## src/rtl/mbe_pkg.sv

```systemverilog
// shared constants, register codes and control types for the escape-time pixel block
// no dependencies; compiled first
package mbe_pkg;

    localparam int XY_W    = 12;
    localparam int CNT_W   = 16;
    localparam int HUE_W   = 8;
    localparam int ORG_W   = 32;
    localparam int STEP_W  = 31;
    localparam int CFG_DW  = 32;
    localparam int CFG_AW  = 3;
    // pixel times step plus origin, signed
    localparam int C_W     = XY_W + STEP_W + 2;
    localparam int CHUNK_W = 32;

    typedef logic [CFG_AW-1:0] cfg_idx_t;

    localparam cfg_idx_t REG_MAX_ITER  = 3'd0;
    localparam cfg_idx_t REG_REAL_ORG  = 3'd1;
    localparam cfg_idx_t REG_IMAG_ORG  = 3'd2;
    localparam cfg_idx_t REG_REAL_STEP = 3'd3;
    localparam cfg_idx_t REG_IMAG_STEP = 3'd4;

    localparam logic [CNT_W-1:0]  RST_MAX_ITER  = 16'd255;
    localparam logic [ORG_W-1:0]  RST_REAL_ORG  = 32'hD800_0000;
    localparam logic [ORG_W-1:0]  RST_IMAG_ORG  = 32'hF000_0000;
    localparam logic [STEP_W-1:0] RST_REAL_STEP = 31'h000E_0000;
    localparam logic [STEP_W-1:0] RST_IMAG_STEP = 31'h000A_AAAB;

    typedef struct packed {
        logic start;
        logic neg;
    } mul_req_t;

endpackage

```

## src/rtl/mbe_if.sv

```systemverilog
// valid/ready channel interfaces for pixel beats in and result beats out
// depends on mbe_pkg for field widths
interface mbe_pix_if;
    logic                      valid;
    logic                      ready;
    logic [mbe_pkg::XY_W-1:0]  pixel_x;
    logic [mbe_pkg::XY_W-1:0]  pixel_y;

    modport source (output valid, pixel_x, pixel_y, input ready);
    modport sink   (input valid, pixel_x, pixel_y, output ready);
endinterface

interface mbe_res_if;
    logic                      valid;
    logic                      ready;
    logic [mbe_pkg::XY_W-1:0]  out_x;
    logic [mbe_pkg::XY_W-1:0]  out_y;
    logic [mbe_pkg::CNT_W-1:0] iteration_count;
    logic                      in_set;
    logic [mbe_pkg::HUE_W-1:0] hue;

    modport source (output valid, out_x, out_y, iteration_count, in_set, hue, input ready);
    modport sink   (input valid, out_x, out_y, iteration_count, in_set, hue, output ready);
endinterface

```

## src/rtl/mandelbrot_escape_time_pixel.sv

```systemverilog
// escape-time pixel evaluator: maps a pixel to c, iterates z = z*z + c, returns count and hue;
// uses mbe_pkg, mbe_if, mbe_mul and mbe_div. one pixel at a time, one shared multiplier.
// each iteration runs three products, re*re, im*im and 2*re*im, through the multiplier in turn;
// an escape on the squared magnitude ends the iteration after the second product.
// the next pixel is taken as soon as the result sits in the output register.
// async active-low reset clears the sequencer and output valid and loads register defaults.
module mandelbrot_escape_time_pixel #(
    parameter int FRAC_BITS  = 28,
    parameter int COORD_BITS = 12,
    parameter int ITER_BITS  = 16
) (
    input  logic                      clk,
    input  logic                      rst_n,
    input  logic                      wr_en,
    input  mbe_pkg::cfg_idx_t         wr_index,
    input  logic [mbe_pkg::CFG_DW-1:0] wr_data,
    mbe_pix_if.sink                   pix,
    mbe_res_if.source                 res
);
    import mbe_pkg::*;

    localparam int OPW = FRAC_BITS + 3;
    localparam int RW  = 2 * OPW - FRAC_BITS + 1;
    localparam int ZW  = ((C_W > FRAC_BITS + 7) ? C_W : FRAC_BITS + 7) + 1;

    localparam logic [XY_W-1:0]       COORD_MASK = XY_W'((32'd1 << COORD_BITS) - 1);
    localparam logic signed [ZW-1:0]  TWO_FX     = ZW'(2) << FRAC_BITS;
    localparam logic signed [ZW-1:0]  NEG_TWO_FX = -TWO_FX;
    localparam logic signed [ZW:0]    FOUR_FX    = (ZW+1)'(4) << FRAC_BITS;

    localparam logic [3:0] ST_IDLE   = 4'd0;
    localparam logic [3:0] ST_MAP_RE = 4'd1;
    localparam logic [3:0] ST_MAP_IM = 4'd2;
    localparam logic [3:0] ST_CHECK  = 4'd3;
    localparam logic [3:0] ST_W_SR   = 4'd4;
    localparam logic [3:0] ST_W_SI   = 4'd5;
    localparam logic [3:0] ST_W_XI   = 4'd6;
    localparam logic [3:0] ST_DIV    = 4'd7;
    localparam logic [3:0] ST_FIN    = 4'd8;

    logic [3:0]              state_reg;
    logic [3:0]              state_next;

    logic [ITER_BITS-1:0]    lim_reg;
    logic [ORG_W-1:0]        rorg_reg;
    logic [ORG_W-1:0]        iorg_reg;
    logic [STEP_W-1:0]       rstep_reg;
    logic [STEP_W-1:0]       istep_reg;

    logic [XY_W-1:0]         px_reg;
    logic [XY_W-1:0]         py_reg;
    logic [C_W-1:0]          cre_reg;
    logic [C_W-1:0]          cim_reg;
    logic signed [ZW-1:0]    re_reg;
    logic signed [ZW-1:0]    im_reg;
    logic signed [ZW-1:0]    sr_reg;
    logic signed [ZW-1:0]    si_reg;
    logic [ITER_BITS-1:0]    cnt_reg;

    logic                    ovalid_reg;
    logic [XY_W-1:0]         ox_reg;
    logic [XY_W-1:0]         oy_reg;
    logic [CNT_W-1:0]        ocnt_reg;
    logic                    oset_reg;
    logic [HUE_W-1:0]        ohue_reg;

    logic [XY_W-1:0]         map_px;
    logic [STEP_W-1:0]       map_step;
    logic [ORG_W-1:0]        map_org;
    logic [XY_W+STEP_W-1:0]  map_prod;
    logic [C_W-1:0]          map_c;

    logic signed [ZW-1:0]    cre_ext;
    logic signed [ZW-1:0]    cim_ext;
    logic [ZW-1:0]           re_abs;
    logic [ZW-1:0]           im_abs;
    logic                    z_big;
    logic signed [ZW-1:0]    prod_ext;
    logic signed [ZW:0]      sum_sq;

    mul_req_t                mul_req;
    logic [OPW-1:0]          mul_a;
    logic [OPW-1:0]          mul_b;
    logic                    mul_done;
    logic signed [RW-1:0]    mul_prod;

    logic                    div_start;
    logic                    div_done;
    logic [ITER_BITS+HUE_W-1:0] div_num;
    logic [HUE_W-1:0]        div_quo;

    logic                    out_load;

    // mapping: one small multiply and add per cycle, real part then imaginary part
    assign map_px   = (state_reg == ST_MAP_RE) ? px_reg : py_reg;
    assign map_step = (state_reg == ST_MAP_RE) ? rstep_reg : istep_reg;
    assign map_org  = (state_reg == ST_MAP_RE) ? rorg_reg : iorg_reg;
    assign map_prod = map_px * map_step;
    assign map_c    = {{(C_W-ORG_W){map_org[ORG_W-1]}}, map_org} + C_W'(map_prod);

    assign cre_ext  = {{(ZW-C_W){cre_reg[C_W-1]}}, cre_reg};
    assign cim_ext  = {{(ZW-C_W){cim_reg[C_W-1]}}, cim_reg};
    assign re_abs   = re_reg[ZW-1] ? ZW'(-re_reg) : ZW'(re_reg);
    assign im_abs   = im_reg[ZW-1] ? ZW'(-im_reg) : ZW'(im_reg);
    assign z_big    = (re_reg > TWO_FX) || (re_reg < NEG_TWO_FX)
                   || (im_reg > TWO_FX) || (im_reg < NEG_TWO_FX);
    assign prod_ext = {{(ZW-RW){mul_prod[RW-1]}}, mul_prod};
    assign sum_sq   = {sr_reg[ZW-1], sr_reg} + {prod_ext[ZW-1], prod_ext};

    // 255*count as a shift and subtract
    assign div_num  = {cnt_reg, {HUE_W{1'b0}}} - (ITER_BITS+HUE_W)'(cnt_reg);

    mbe_mul #(
        .OPW       (OPW),
        .FRAC_BITS (FRAC_BITS)
    ) u_mul (
        .clk   (clk),
        .rst_n (rst_n),
        .req   (mul_req),
        .a     (mul_a),
        .b     (mul_b),
        .done  (mul_done),
        .prod  (mul_prod)
    );

    mbe_div #(
        .ITER_BITS (ITER_BITS)
    ) u_div (
        .clk   (clk),
        .rst_n (rst_n),
        .start (div_start),
        .num   (div_num),
        .den   (lim_reg),
        .done  (div_done),
        .quo   (div_quo)
    );

    always_comb
    begin
        state_next    = state_reg;
        mul_req       = '0;
        mul_a         = re_abs[OPW-1:0];
        mul_b         = re_abs[OPW-1:0];
        div_start     = 1'b0;
        out_load      = 1'b0;
        unique case (state_reg)
            ST_IDLE:
            begin
                if (pix.valid)
                begin
                    state_next = ST_MAP_RE;
                end
            end
            ST_MAP_RE:
            begin
                state_next = ST_MAP_IM;
            end
            ST_MAP_IM:
            begin
                state_next = ST_CHECK;
            end
            ST_CHECK:
            begin
                priority if (cnt_reg >= lim_reg || z_big)
                begin
                    div_start  = 1'b1;
                    state_next = ST_DIV;
                end
                else
                begin
                    mul_req.start = 1'b1;
                    state_next    = ST_W_SR;
                end
            end
            ST_W_SR:
            begin
                mul_a = im_abs[OPW-1:0];
                mul_b = im_abs[OPW-1:0];
                if (mul_done)
                begin
                    mul_req.start = 1'b1;
                    state_next    = ST_W_SI;
                end
            end
            ST_W_SI:
            begin
                // cross term uses 2*re, sign from both operands
                mul_a       = {re_abs[OPW-2:0], 1'b0};
                mul_b       = im_abs[OPW-1:0];
                mul_req.neg = re_reg[ZW-1] ^ im_reg[ZW-1];
                if (mul_done)
                begin
                    priority if (sum_sq > FOUR_FX)
                    begin
                        mul_req.neg = 1'b0;
                        div_start   = 1'b1;
                        state_next  = ST_DIV;
                    end
                    else
                    begin
                        mul_req.start = 1'b1;
                        state_next    = ST_W_XI;
                    end
                end
            end
            ST_W_XI:
            begin
                if (mul_done)
                begin
                    state_next = ST_CHECK;
                end
            end
            ST_DIV:
            begin
                if (div_done)
                begin
                    state_next = ST_FIN;
                end
            end
            ST_FIN:
            begin
                if (!ovalid_reg || res.ready)
                begin
                    out_load   = 1'b1;
                    state_next = ST_IDLE;
                end
            end
            default:
            begin
                state_next = ST_IDLE;
            end
        endcase
    end

    always_ff @(posedge clk or negedge rst_n)
    begin
        if (!rst_n)
        begin
            state_reg  <= ST_IDLE;
            ovalid_reg <= 1'b0;
            lim_reg    <= ITER_BITS'(RST_MAX_ITER);
            rorg_reg   <= RST_REAL_ORG;
            iorg_reg   <= RST_IMAG_ORG;
            rstep_reg  <= RST_REAL_STEP;
            istep_reg  <= RST_IMAG_STEP;
        end
        else
        begin
            state_reg <= state_next;
            if (out_load)
            begin
                ovalid_reg <= 1'b1;
            end
            else if (res.ready)
            begin
                ovalid_reg <= 1'b0;
            end
            if (wr_en)
            begin
                unique case (wr_index)
                    REG_MAX_ITER:  lim_reg   <= ITER_BITS'(wr_data[CNT_W-1:0]);
                    REG_REAL_ORG:  rorg_reg  <= wr_data[ORG_W-1:0];
                    REG_IMAG_ORG:  iorg_reg  <= wr_data[ORG_W-1:0];
                    REG_REAL_STEP: rstep_reg <= wr_data[STEP_W-1:0];
                    REG_IMAG_STEP: istep_reg <= wr_data[STEP_W-1:0];
                    default:
                    begin
                    end
                endcase
            end
        end
    end

    always_ff @(posedge clk)
    begin
        if (pix.valid && pix.ready)
        begin
            px_reg  <= pix.pixel_x & COORD_MASK;
            py_reg  <= pix.pixel_y & COORD_MASK;
            cnt_reg <= '0;
            re_reg  <= '0;
            im_reg  <= '0;
        end
        if (state_reg == ST_MAP_RE)
        begin
            cre_reg <= map_c;
        end
        if (state_reg == ST_MAP_IM)
        begin
            cim_reg <= map_c;
        end
        if (state_reg == ST_W_SR && mul_done)
        begin
            sr_reg <= prod_ext;
        end
        if (state_reg == ST_W_SI && mul_done)
        begin
            si_reg <= prod_ext;
        end
        if (state_reg == ST_W_XI && mul_done)
        begin
            re_reg  <= sr_reg - si_reg + cre_ext;
            im_reg  <= prod_ext + cim_ext;
            cnt_reg <= cnt_reg + 1'b1;
        end
        if (out_load)
        begin
            ox_reg   <= px_reg;
            oy_reg   <= py_reg;
            ocnt_reg <= CNT_W'(cnt_reg);
            oset_reg <= (cnt_reg == lim_reg);
            ohue_reg <= (lim_reg == '0) ? '0 : div_quo;
        end
    end

    assign pix.ready           = (state_reg == ST_IDLE);
    assign res.valid           = ovalid_reg;
    assign res.out_x           = ox_reg;
    assign res.out_y           = oy_reg;
    assign res.iteration_count = ocnt_reg;
    assign res.in_set          = oset_reg;
    assign res.hue             = ohue_reg;

    // multiplier results only arrive while the sequencer waits for them
    a_mul_done_state: assert property (@(posedge clk) disable iff (!rst_n)
        mul_done |-> (state_reg == ST_W_SR || state_reg == ST_W_SI || state_reg == ST_W_XI))
        else $error("multiplier result outside a wait state");

    a_div_done_state: assert property (@(posedge clk) disable iff (!rst_n)
        div_done |-> (state_reg == ST_DIV))
        else $error("divider result outside the hue state");

    // a stalled result beat is never overwritten
    a_fin_holds: assert property (@(posedge clk) disable iff (!rst_n)
        (state_reg == ST_FIN && ovalid_reg && !res.ready) |=> (state_reg == ST_FIN))
        else $error("result loaded over a pending beat");

    a_valid_from_fin: assert property (@(posedge clk) disable iff (!rst_n)
        $rose(ovalid_reg) |-> ($past(state_reg) == ST_FIN))
        else $error("output valid raised outside the finish state");

endmodule

```

## src/rtl/mbe_mul.sv

```systemverilog
// shared fixed-point multiplier: magnitude times magnitude, one 32-bit chunk of b per cycle,
// truncated toward zero to FRAC_BITS fraction bits; depends on mbe_pkg
module mbe_mul #(
    parameter int OPW       = 31,
    parameter int FRAC_BITS = 28
) (
    input  logic                          clk,
    input  logic                          rst_n,
    input  mbe_pkg::mul_req_t             req,
    input  logic [OPW-1:0]                a,
    input  logic [OPW-1:0]                b,
    output logic                          done,
    output logic signed [2*OPW-FRAC_BITS:0] prod
);
    import mbe_pkg::*;

    localparam int NCH  = (OPW + CHUNK_W - 1) / CHUNK_W;
    localparam int BPW  = NCH * CHUNK_W;
    localparam int AW   = OPW + BPW;
    localparam int PW   = 2 * OPW - FRAC_BITS;
    localparam int CNTW = (NCH > 1) ? $clog2(NCH) : 1;
    localparam logic [CNTW-1:0] LAST = CNTW'(NCH - 1);

    logic                  busy_reg;
    logic                  fin_reg;
    logic                  done_reg;
    logic [CNTW-1:0]       cnt_reg;
    logic [OPW-1:0]        a_reg;
    logic [BPW-1:0]        b_reg;
    logic                  neg_reg;
    logic [AW-1:0]         acc_reg;
    logic [PW:0]           prod_reg;

    logic [OPW+CHUNK_W-1:0] partial;
    logic [AW-1:0]          acc_next;
    logic [PW:0]            mag_ext;
    logic [PW:0]            prod_next;

    // most significant chunk first, so the accumulator only ever shifts by a fixed amount
    assign partial   = a_reg * b_reg[BPW-1 -: CHUNK_W];
    assign acc_next  = (acc_reg << CHUNK_W) + AW'(partial);
    assign mag_ext   = {1'b0, acc_reg[FRAC_BITS +: PW]};
    assign prod_next = neg_reg ? (~mag_ext + 1'b1) : mag_ext;

    always_ff @(posedge clk or negedge rst_n)
    begin
        if (!rst_n)
        begin
            busy_reg <= 1'b0;
            fin_reg  <= 1'b0;
            done_reg <= 1'b0;
            cnt_reg  <= '0;
        end
        else if (req.start)
        begin
            busy_reg <= 1'b1;
            fin_reg  <= 1'b0;
            done_reg <= 1'b0;
            cnt_reg  <= '0;
        end
        else if (busy_reg)
        begin
            done_reg <= 1'b0;
            if (cnt_reg == LAST)
            begin
                busy_reg <= 1'b0;
                fin_reg  <= 1'b1;
            end
            else
            begin
                cnt_reg <= cnt_reg + 1'b1;
            end
        end
        else
        begin
            fin_reg  <= 1'b0;
            done_reg <= fin_reg;
        end
    end

    always_ff @(posedge clk)
    begin
        if (req.start)
        begin
            a_reg   <= a;
            b_reg   <= BPW'(b);
            acc_reg <= '0;
            neg_reg <= req.neg;
        end
        else if (busy_reg)
        begin
            acc_reg <= acc_next;
            b_reg   <= b_reg << CHUNK_W;
        end
        if (fin_reg)
        begin
            prod_reg <= prod_next;
        end
    end

    assign done = done_reg;
    assign prod = $signed(prod_reg);

endmodule

```

## src/rtl/mbe_div.sv

```systemverilog
// restoring divider for the hue: eight quotient bits, one per cycle
// depends on mbe_pkg; numerator must be below den times 256
module mbe_div #(
    parameter int ITER_BITS = 16
) (
    input  logic                               clk,
    input  logic                               rst_n,
    input  logic                               start,
    input  logic [ITER_BITS+mbe_pkg::HUE_W-1:0] num,
    input  logic [ITER_BITS-1:0]               den,
    output logic                               done,
    output logic [mbe_pkg::HUE_W-1:0]          quo
);
    import mbe_pkg::*;

    localparam int CW = $clog2(HUE_W);
    localparam logic [CW-1:0] LAST = CW'(HUE_W - 1);

    logic                 busy_reg;
    logic                 done_reg;
    logic [CW-1:0]        cnt_reg;
    logic [ITER_BITS-1:0] rem_reg;
    logic [HUE_W-1:0]     num_reg;
    logic [HUE_W-1:0]     quo_reg;

    logic [ITER_BITS:0]   trial;
    logic                 ge;
    logic [ITER_BITS-1:0] rem_next;

    assign trial    = {rem_reg, num_reg[HUE_W-1]};
    assign ge       = trial >= {1'b0, den};
    assign rem_next = ge ? ITER_BITS'(trial - {1'b0, den}) : trial[ITER_BITS-1:0];

    always_ff @(posedge clk or negedge rst_n)
    begin
        if (!rst_n)
        begin
            busy_reg <= 1'b0;
            done_reg <= 1'b0;
            cnt_reg  <= '0;
        end
        else if (start)
        begin
            busy_reg <= 1'b1;
            done_reg <= 1'b0;
            cnt_reg  <= '0;
        end
        else if (busy_reg)
        begin
            cnt_reg <= cnt_reg + 1'b1;
            if (cnt_reg == LAST)
            begin
                busy_reg <= 1'b0;
                done_reg <= 1'b1;
            end
        end
        else
        begin
            done_reg <= 1'b0;
        end
    end

    always_ff @(posedge clk)
    begin
        if (start)
        begin
            rem_reg <= num[ITER_BITS+HUE_W-1:HUE_W];
            num_reg <= num[HUE_W-1:0];
        end
        else if (busy_reg)
        begin
            rem_reg <= rem_next;
            num_reg <= num_reg << 1;
            quo_reg <= {quo_reg[HUE_W-2:0], ge};
        end
    end

    assign done = done_reg;
    assign quo  = quo_reg;

endmodule
```

## src/flat_wrapper.sv

```systemverilog
// flat-port wrapper written by rule: the top's interface ports become plain ports
module mandelbrot_escape_time_pixel_flat import mbe_pkg::*;
#(
    parameter int FRAC_BITS  = 28,
    parameter int COORD_BITS = 12,
    parameter int ITER_BITS  = 16
)
  (clk, rst_n, wr_en, wr_index, wr_data, pix_valid, pix_pixel_x, pix_pixel_y, pix_ready, res_valid, res_out_x, res_out_y, res_iteration_count, res_in_set, res_hue, res_ready);
  mbe_pix_if pix_i ();
  mbe_res_if res_i ();
  input  logic clk;
  input  logic rst_n;
  input  logic wr_en;
  input  mbe_pkg::cfg_idx_t wr_index;
  input  logic [mbe_pkg::CFG_DW-1:0] wr_data;
  input wire logic [$bits(pix_i.valid)-1:0] pix_valid;
  input wire logic [$bits(pix_i.pixel_x)-1:0] pix_pixel_x;
  input wire logic [$bits(pix_i.pixel_y)-1:0] pix_pixel_y;
  output wire logic [$bits(pix_i.ready)-1:0] pix_ready;
  output wire logic [$bits(res_i.valid)-1:0] res_valid;
  output wire logic [$bits(res_i.out_x)-1:0] res_out_x;
  output wire logic [$bits(res_i.out_y)-1:0] res_out_y;
  output wire logic [$bits(res_i.iteration_count)-1:0] res_iteration_count;
  output wire logic [$bits(res_i.in_set)-1:0] res_in_set;
  output wire logic [$bits(res_i.hue)-1:0] res_hue;
  input wire logic [$bits(res_i.ready)-1:0] res_ready;
  assign pix_i.valid = pix_valid;
  assign pix_i.pixel_x = pix_pixel_x;
  assign pix_i.pixel_y = pix_pixel_y;
  assign pix_ready = pix_i.ready;
  assign res_valid = res_i.valid;
  assign res_out_x = res_i.out_x;
  assign res_out_y = res_i.out_y;
  assign res_iteration_count = res_i.iteration_count;
  assign res_in_set = res_i.in_set;
  assign res_hue = res_i.hue;
  assign res_i.ready = res_ready;
  mandelbrot_escape_time_pixel #(.FRAC_BITS(FRAC_BITS), .COORD_BITS(COORD_BITS), .ITER_BITS(ITER_BITS)) u_core (.clk(clk), .rst_n(rst_n), .wr_en(wr_en), .wr_index(wr_index), .wr_data(wr_data), .pix(pix_i), .res(res_i));
endmodule
```

## config.mk

```make
export PLATFORM = sky130hd
export DESIGN_NAME = mandelbrot_escape_time_pixel_flat
export DESIGN_NICKNAME = d
export VERILOG_FILES = /design/src/rtl/mbe_pkg.sv /design/src/rtl/mbe_if.sv /design/src/rtl/mandelbrot_escape_time_pixel.sv /design/src/rtl/mbe_mul.sv /design/src/rtl/mbe_div.sv /design/src/flat_wrapper.sv
export SDC_FILE = /design/constraint.sdc
export NUM_CORES = 2
export LEC_CHECK = 0
export BUFFER_PORTS_ARGS = -buffer_cell sky130_fd_sc_hd__buf_2
export CAP_MARGIN = 20
export CORE_UTILIZATION = 35
export DETAILED_ROUTE_END_ITERATION = 12
export GPL_TIMING_DRIVEN = 0
export MAX_ROUTING_LAYER = met4
export PLACE_DENSITY = 0.56
export SYNTH_ARGS = -nofsm -noshare
export SYNTH_HDL_FRONTEND = slang
export SYNTH_SLANG_ARGS = --single-unit
```

## constraint.sdc

```tcl
create_clock -name clk -period 10.7 [get_ports clk]
set_clock_uncertainty 0.15 [all_clocks]
set_input_delay 1.07 -clock clk [delete_from_list [all_inputs] [get_ports clk]]
set_output_delay 1.07 -clock clk [all_outputs]
set_load 0.05 [all_outputs]
```

# [Yosys cells after proc, flatten, opt, wreduce, memory -nomap -nowiden]
# Cells that the tools add are included.
# W data, S select, Z words.
[totals] rom_bits=0 n_memories=0 ramBits=0 input_bits=64 latchBits=0 register_bits=689
[op_classes] n_eq_ne=22 multipliers=2 n_mux=62 add_sub_neg=14 reduce_logical=25 bitwise_logic=3 n_lt_le_gt_ge=7 div=0 n_shift=0
[op_table] operator="$mux W31" n=6
[op_table] operator="$mux W46" n=3
[op_table] operator="$gt A46 B31 Y1 const B" n=2
[op_table] operator="$lt A46 B30 Y1 const B" n=2
[op_table] operator="$mux W16" n=5
[op_table] operator="$add A62 B62 Y62" n=1
[op_table] operator="$mul A31 B31 Y62" n=1
[op_table] operator="$neg A31 Y31" n=2
[op_table] operator="$pmux W31 S2" n=1
[op_table] operator="$gt A47 B32 Y1 const B" n=1
[op_table] operator="$add A35 B45 Y46" n=1
[op_table] operator="$add A36 B45 Y46" n=1
[op_table] operator="$add A32 B44 Y45" n=1
[op_table] operator="$mul A12 B31 Y43" n=1
[op_table] operator="$add A35 B35 Y36" n=1
[op_table] operator="$pmux W4 S9" n=1
[op_table] operator="$sub A35 B35 Y36" n=1
[op_table] operator="$add A35 B1 Y35 const B" n=1
[op_table] operator="$not A34 Y35" n=1
[op_table] operator="$mux W34" n=1
[op_table] operator="$mux W32" n=1
[op_table] operator="$mux W1" n=29
[op_table] operator="$mux W4" n=6
[op_table] operator="$sub A24 B16 Y24" n=1
[op_table] operator="other kinds (36)" n=64

# [Depth between registers and ports, before layout]
[depth] word_depth=9 mapped_depth=42 depth_no_buf=39

# [Cells and area by module]
# From an unflattened synthesis, not the netlist that was laid out.
[unflattened] cells_unflattened=8711 hier_area_um2=83754.1
[by_module_without_submodules] module="mandelbrot_escape_time_pixel" area_each_um2=42467.0 cells_each=4326 seq_area_each_um2=13955.9 instances=1
[by_module_without_submodules] module="mbe_mul" area_each_um2=38647.1 cells_each=4122 seq_area_each_um2=4259.1 instances=1
[by_module_without_submodules] module="mbe_div" area_each_um2=2640.0 cells_each=263 seq_area_each_um2=1086.0 instances=1

# [Least setup slack after synthesis]
# No wires, ideal clock.
[synth_path] kind="flip-flop to flip-flop" startpoint="register u_core.state_reg[1]" endpoint="register u_core.cim_reg[44], data pin" path_buffers=4 t_arrival_ps=10908 slack_ps=-628 path_stages_with_launch=41 synth_period_minus_slack_ps=11328 cell_sequence="dfrtp_1 clkbuf_1 nor4b_1 clkbuf_1 clkbuf_1 buf_1 mux2i_1 nor2_1 fa_1 inv_1 fa_1 inv_1 fa_1 fa_1 inv_1 fa_1 inv_1 ha_1 (+5 left out) nor2_1 o21a_1 o21ai_0 nor2b_1 o21bai_1 a21oi_1 xnor2_1 ha_1 a21o_1 a21o_1 a21o_1 o41ai_1 o21ai_0 a221o_1 a21o_1 a2111o_1 a31oi_1 xnor2_1"
[synth_via] elab_chain_len=4
[synth_rtl] item="from (decl)" line="mandelbrot_escape_time_pixel.sv:41" text="logic [3:0] state_reg;"
[synth_rtl] item="from (signal assigned)" line="mandelbrot_escape_time_pixel.sv:249" text="state_reg <= state_next;"
[synth_rtl] item="$eq A4 B1 Y1 (*)" line="mandelbrot_escape_time_pixel.sv:95, mandelbrot_escape_time_pixel.sv:96, mandelbrot_escape_time_pixel.sv:97"
[synth_rtl] item="$mux W12 or $mux W31 (tied branches)" line="mandelbrot_escape_time_pixel.sv:95, mandelbrot_escape_time_pixel.sv:96"
[synth_rtl] item="$mul A12 B31 Y43" line="mandelbrot_escape_time_pixel.sv:98" text="assign map_prod = map_px * map_step;"
[synth_rtl] item="$add A32 B44 Y45 (*)" line="mandelbrot_escape_time_pixel.sv:99" text="assign map_c = {{(C_W-ORG_W){map_org[ORG_W-1]}}, map_org} + C_W'(map_prod);"
[synth_rtl] item="net u_core.map_c[44]" line="mandelbrot_escape_time_pixel.sv:71" text="logic [C_W-1:0] map_c;"
[synth_rtl] item="to (signal assigned)" line="mandelbrot_escape_time_pixel.sv:290" text="cim_reg <= map_c;"
[synth_rtl] item="to (decl)" line="mandelbrot_escape_time_pixel.sv:53" text="logic [C_W-1:0] cim_reg;"
# Mark *: on every way through the listed nets, which the timed path passes. The rest lies on a longest branch.
# A chain may end at the register's enable or synchronous reset.

# [Final worst setup path]
[layout_path] startpoint="register u_core.u_mul.a_reg[17]" endpoint="register u_core.u_mul.acc_reg[58]"
[layout_via] elab_chain_len=2
[layout_rtl] item="from (decl)" line="mbe_mul.sv:28" text="logic [OPW-1:0] a_reg;"
[layout_rtl] item="from (signal assigned)" line="mbe_mul.sv:85" text="a_reg <= a;"
[layout_rtl] item="$mul A31 B31 Y62" line="mbe_mul.sv:40" text="assign partial = a_reg * b_reg[BPW-1 -: CHUNK_W];"
[layout_rtl] item="$add A62 B62 Y62" line="mbe_mul.sv:41" text="assign acc_next = (acc_reg << CHUNK_W) + AW'(partial);"
[layout_rtl] item="to (signal assigned)" line="mbe_mul.sv:92" text="acc_reg <= acc_next;"
[layout_rtl] item="to (decl)" line="mbe_mul.sv:31" text="logic [AW-1:0] acc_reg;"
# Every way passes these cells.

==> flow_summary.toml <==
[sta]
rsz0062_at_grt = "no"
tightest_slew_ps = 1180
slew-limit-headroom_pct = 21.6
setup_violations = 0
max_freq_ghz = 0.0959
min_period_over_period_pct = 97.4
hold_viol = 0
slew_violations = 0
min_period_ps = 10430
finalSetupTns_ps = 0

[setup_path]
reg2reg_depth = 28
rr_startpoint = "u_core.u_mul.a_reg[17]"
cp_common_cell = "fa_1"
crit_type = "flop to flop"
critPathLaunchType = "flop"
arrival_ps = 10900
r2r_slack_ps = 270
critical-path-max-stage-delay_ps = 720
cp_slowest_cell = "clkbuf_1"
cp-end-kind = "flop"
r2r_end = "u_core.u_mul.acc_reg[58]"
worstPathMaxFanout = 10
crit_required_ps = 11170

[yosys]
yosysWarnings = 0
postSynthAreaPerCell_um2 = 9.64
netlist_area_mm2 = 0.0821
netlist_top_cells_count = "1509 x inv_1, 1278 x nand2_1, 1206 x fa_1"
synth_edf_count = 471
yosys-top-cells-area = "fa_1 29%, edfxtp_1 17%, ha_1 8.6%"
ys_seq_area_share_pct = 23.5
syn_inst = 8515
postSynthNetCount = 10300
synth_seq_cells = 688
async_reset_ff_share_pct = 22.5
synth.largest_area_cell = "fa_1"
synth_top_area_share_pct = 29.4
yosys.cell_count.top_type = "inv_1"
synthDistinctLibCells = 86
synth_ff_type = "edfxtp_1"

[drt]
drt-total-wl_um = 269000
drt-initial-drc-count = 4081
wl_per_cell_um = 22.5
drc = 0
firstDrtPassIters = 6
vias = 60900
via_per_inst = 5.09
ant_nets = 0

[place]
hpwl_um = 228000
gp_congestion = 1.00
portBuffers = 114

[clock_tree]
tritoncts = "yes"
clock_path_buffers = 3
cts_buffers = 85
htree_levels = 3
ctsHoldBuffers = 0
cts_sinks = 688
clockRootBuffer = "clkbuf_16"
clk_latency_ps = 730
cts.reportedPaths.clkPinSlew_ps = 60

[global_route]
gr-total-overflow = 0
grt_max_degree = 86
grt_pass1_wl_um = 407000
grtUsageTotal_pct = 23.7
antenna_found_initial = 8
grt_pass1_vias = 64800

[layout]
final_layout_size_suffix_gt1_share_pct = 7.09
syn2layout_area_growth_pct = 9.89
nNetsFinal = 10600
largest_register_ffs = 62

[floorplan]
die_area_mm2 = 0.237
initial_utilization_pct = 35.2
die_w_um = 486
die_h_um = 486
core_mm2 = 0.233
rows = 177
io_pins = 115

[worst_hold_path]
hold_class = "input pin to asynchronous set/reset pin"

[flow_run]
maxCapViolations = 0

[outcome]
outcome = "complete, no violations"
## cell families (layout without fill, tap and decap cells)
family | Yosys count | after routing | synth area share [%]
xor gates and xnor gates | 369 | 369 | 3.94
adders and majority gates | 1770 | 1770 | 38.0
DFF | 688 | 688 | 23.5
and+or+nand+nor | 2422 | 2422 | 13.2
muxes | 329 | 329 | 4.34
buffers and inverters | 1888 | 2187 | 8.70
AOI/OAI and AO/OA | 1049 | 1049 | 8.36
other | 0 | 5 | 0
## cell type report
| cell class | count | area [um^2] |
|---|---|---|
| plain buffers | 373 | 1570 |
| well taps | 3132 | 3920 |
| repair buffers | 147 | 1020 |
| fillers | 23400 | 143000 |
| inverters | 1510 | 5670 |
| flip-flops and latches | 688 | 19300 |
| clock inverters | 38 | 539 |
| diodes | 5 | 12.5 |
| clock buffers | 119 | 2290 |
| multi-input cells | 5939 | 55900 |
## layer usage
layer  part of all wire (%)  global-route usage (%)  vias to the layer above
li1                       -                       -                    27600
met4                    5.9                    11.9                        0
met5                      0                       -                        -
met3                    4.6                    2.71                      513
met2                     49                    40.3                     1747
met1                     40                    27.8                    31000
## how the worst max path moves through the flow
stage	cells past startpoint	start	slack (ps)	end
after floorplan	40	u_core.state_reg[1]	90	u_core.cim_reg[44]
after global placement	39	u_core.state_reg[1]	-4850	u_core.cre_reg[44]
after detailed placement	40	u_core.state_reg[1]	-2880	u_core.cre_reg[44]
after CTS	35	u_core.state_reg[3]	10	u_core.cim_reg[44]
after global routing	39	u_core.state_reg[2]	10	u_core.cim_reg[44]
final	28	u_core.u_mul.a_reg[17]	270	u_core.u_mul.acc_reg[58]
## metrics by stage
step           hold WS, ps  instance area, um^2  instances  worst slack (ps)  util (%)
6_report               123                90200      12000               274      38.7
5_1_grt                141                90200      11900              11.9      38.7
3_3_place_gp           272                86600      11800             -4850      37.2
4_1_cts               92.9                90100      11900              12.4      38.7
3_5_place_dp           277                87000      11800             -2880      37.4
2_1_floorplan          267                82100       8515              89.1         -
## critical path: cells and delay by family (launching register included)
kind | cells | cell delay, ps
AO/OA/AOI/OAI | 6 | 1770
XOR/XNOR | 1 | 210
adder cells (fa/ha/maj) | 9 | 4420
buffers and inverters | 6 | 1470
flip-flops | 1 | 600
multiplexers | 1 | 100
AND/OR/NAND/NOR | 5 | 1640
## cells in the final DEF, fill, tap and decap left out, types with 15 or more instances in the layout
cell,count
o211ai_1,15
fa_1,1206
o21ai_0,206
xor2_1,135
nor2b_1,51
a211oi_1,33
nand2b_1,33
nor4_1,26
nor2_1,430
a21oi_1,276
and2_1,279
ha_1,563
edfxtp_1,471
a21boi_0,18
dfstp_2,30
buf_2,120
xnor2_1,234
mux2_2,212
dfrtp_1,121
nand2_1,1278
nand3_1,57
mux2i_1,103
buf_4,22
a21o_1,179
o41ai_1,16
nor3_1,76
o21a_1,61
a31oi_1,29
dfxtp_1,62
inv_1,1507
nand4_1,62
clkbuf_1,353
clkbuf_16,85
or4_1,15
o21bai_1,45
o31ai_1,37
and3_1,30
or3_1,37
## timing repair
item	CTS	global route
pin swaps	1	2
resized for setup	69	43
setup endpoints to repair	60	24
gates cloned	0	0
buffers inserted	3	1
hold endpoints to repair	0	0
Power is not shown: default switching activity piles up to over one toggle a cycle in this logic, so the estimate is an artifact.
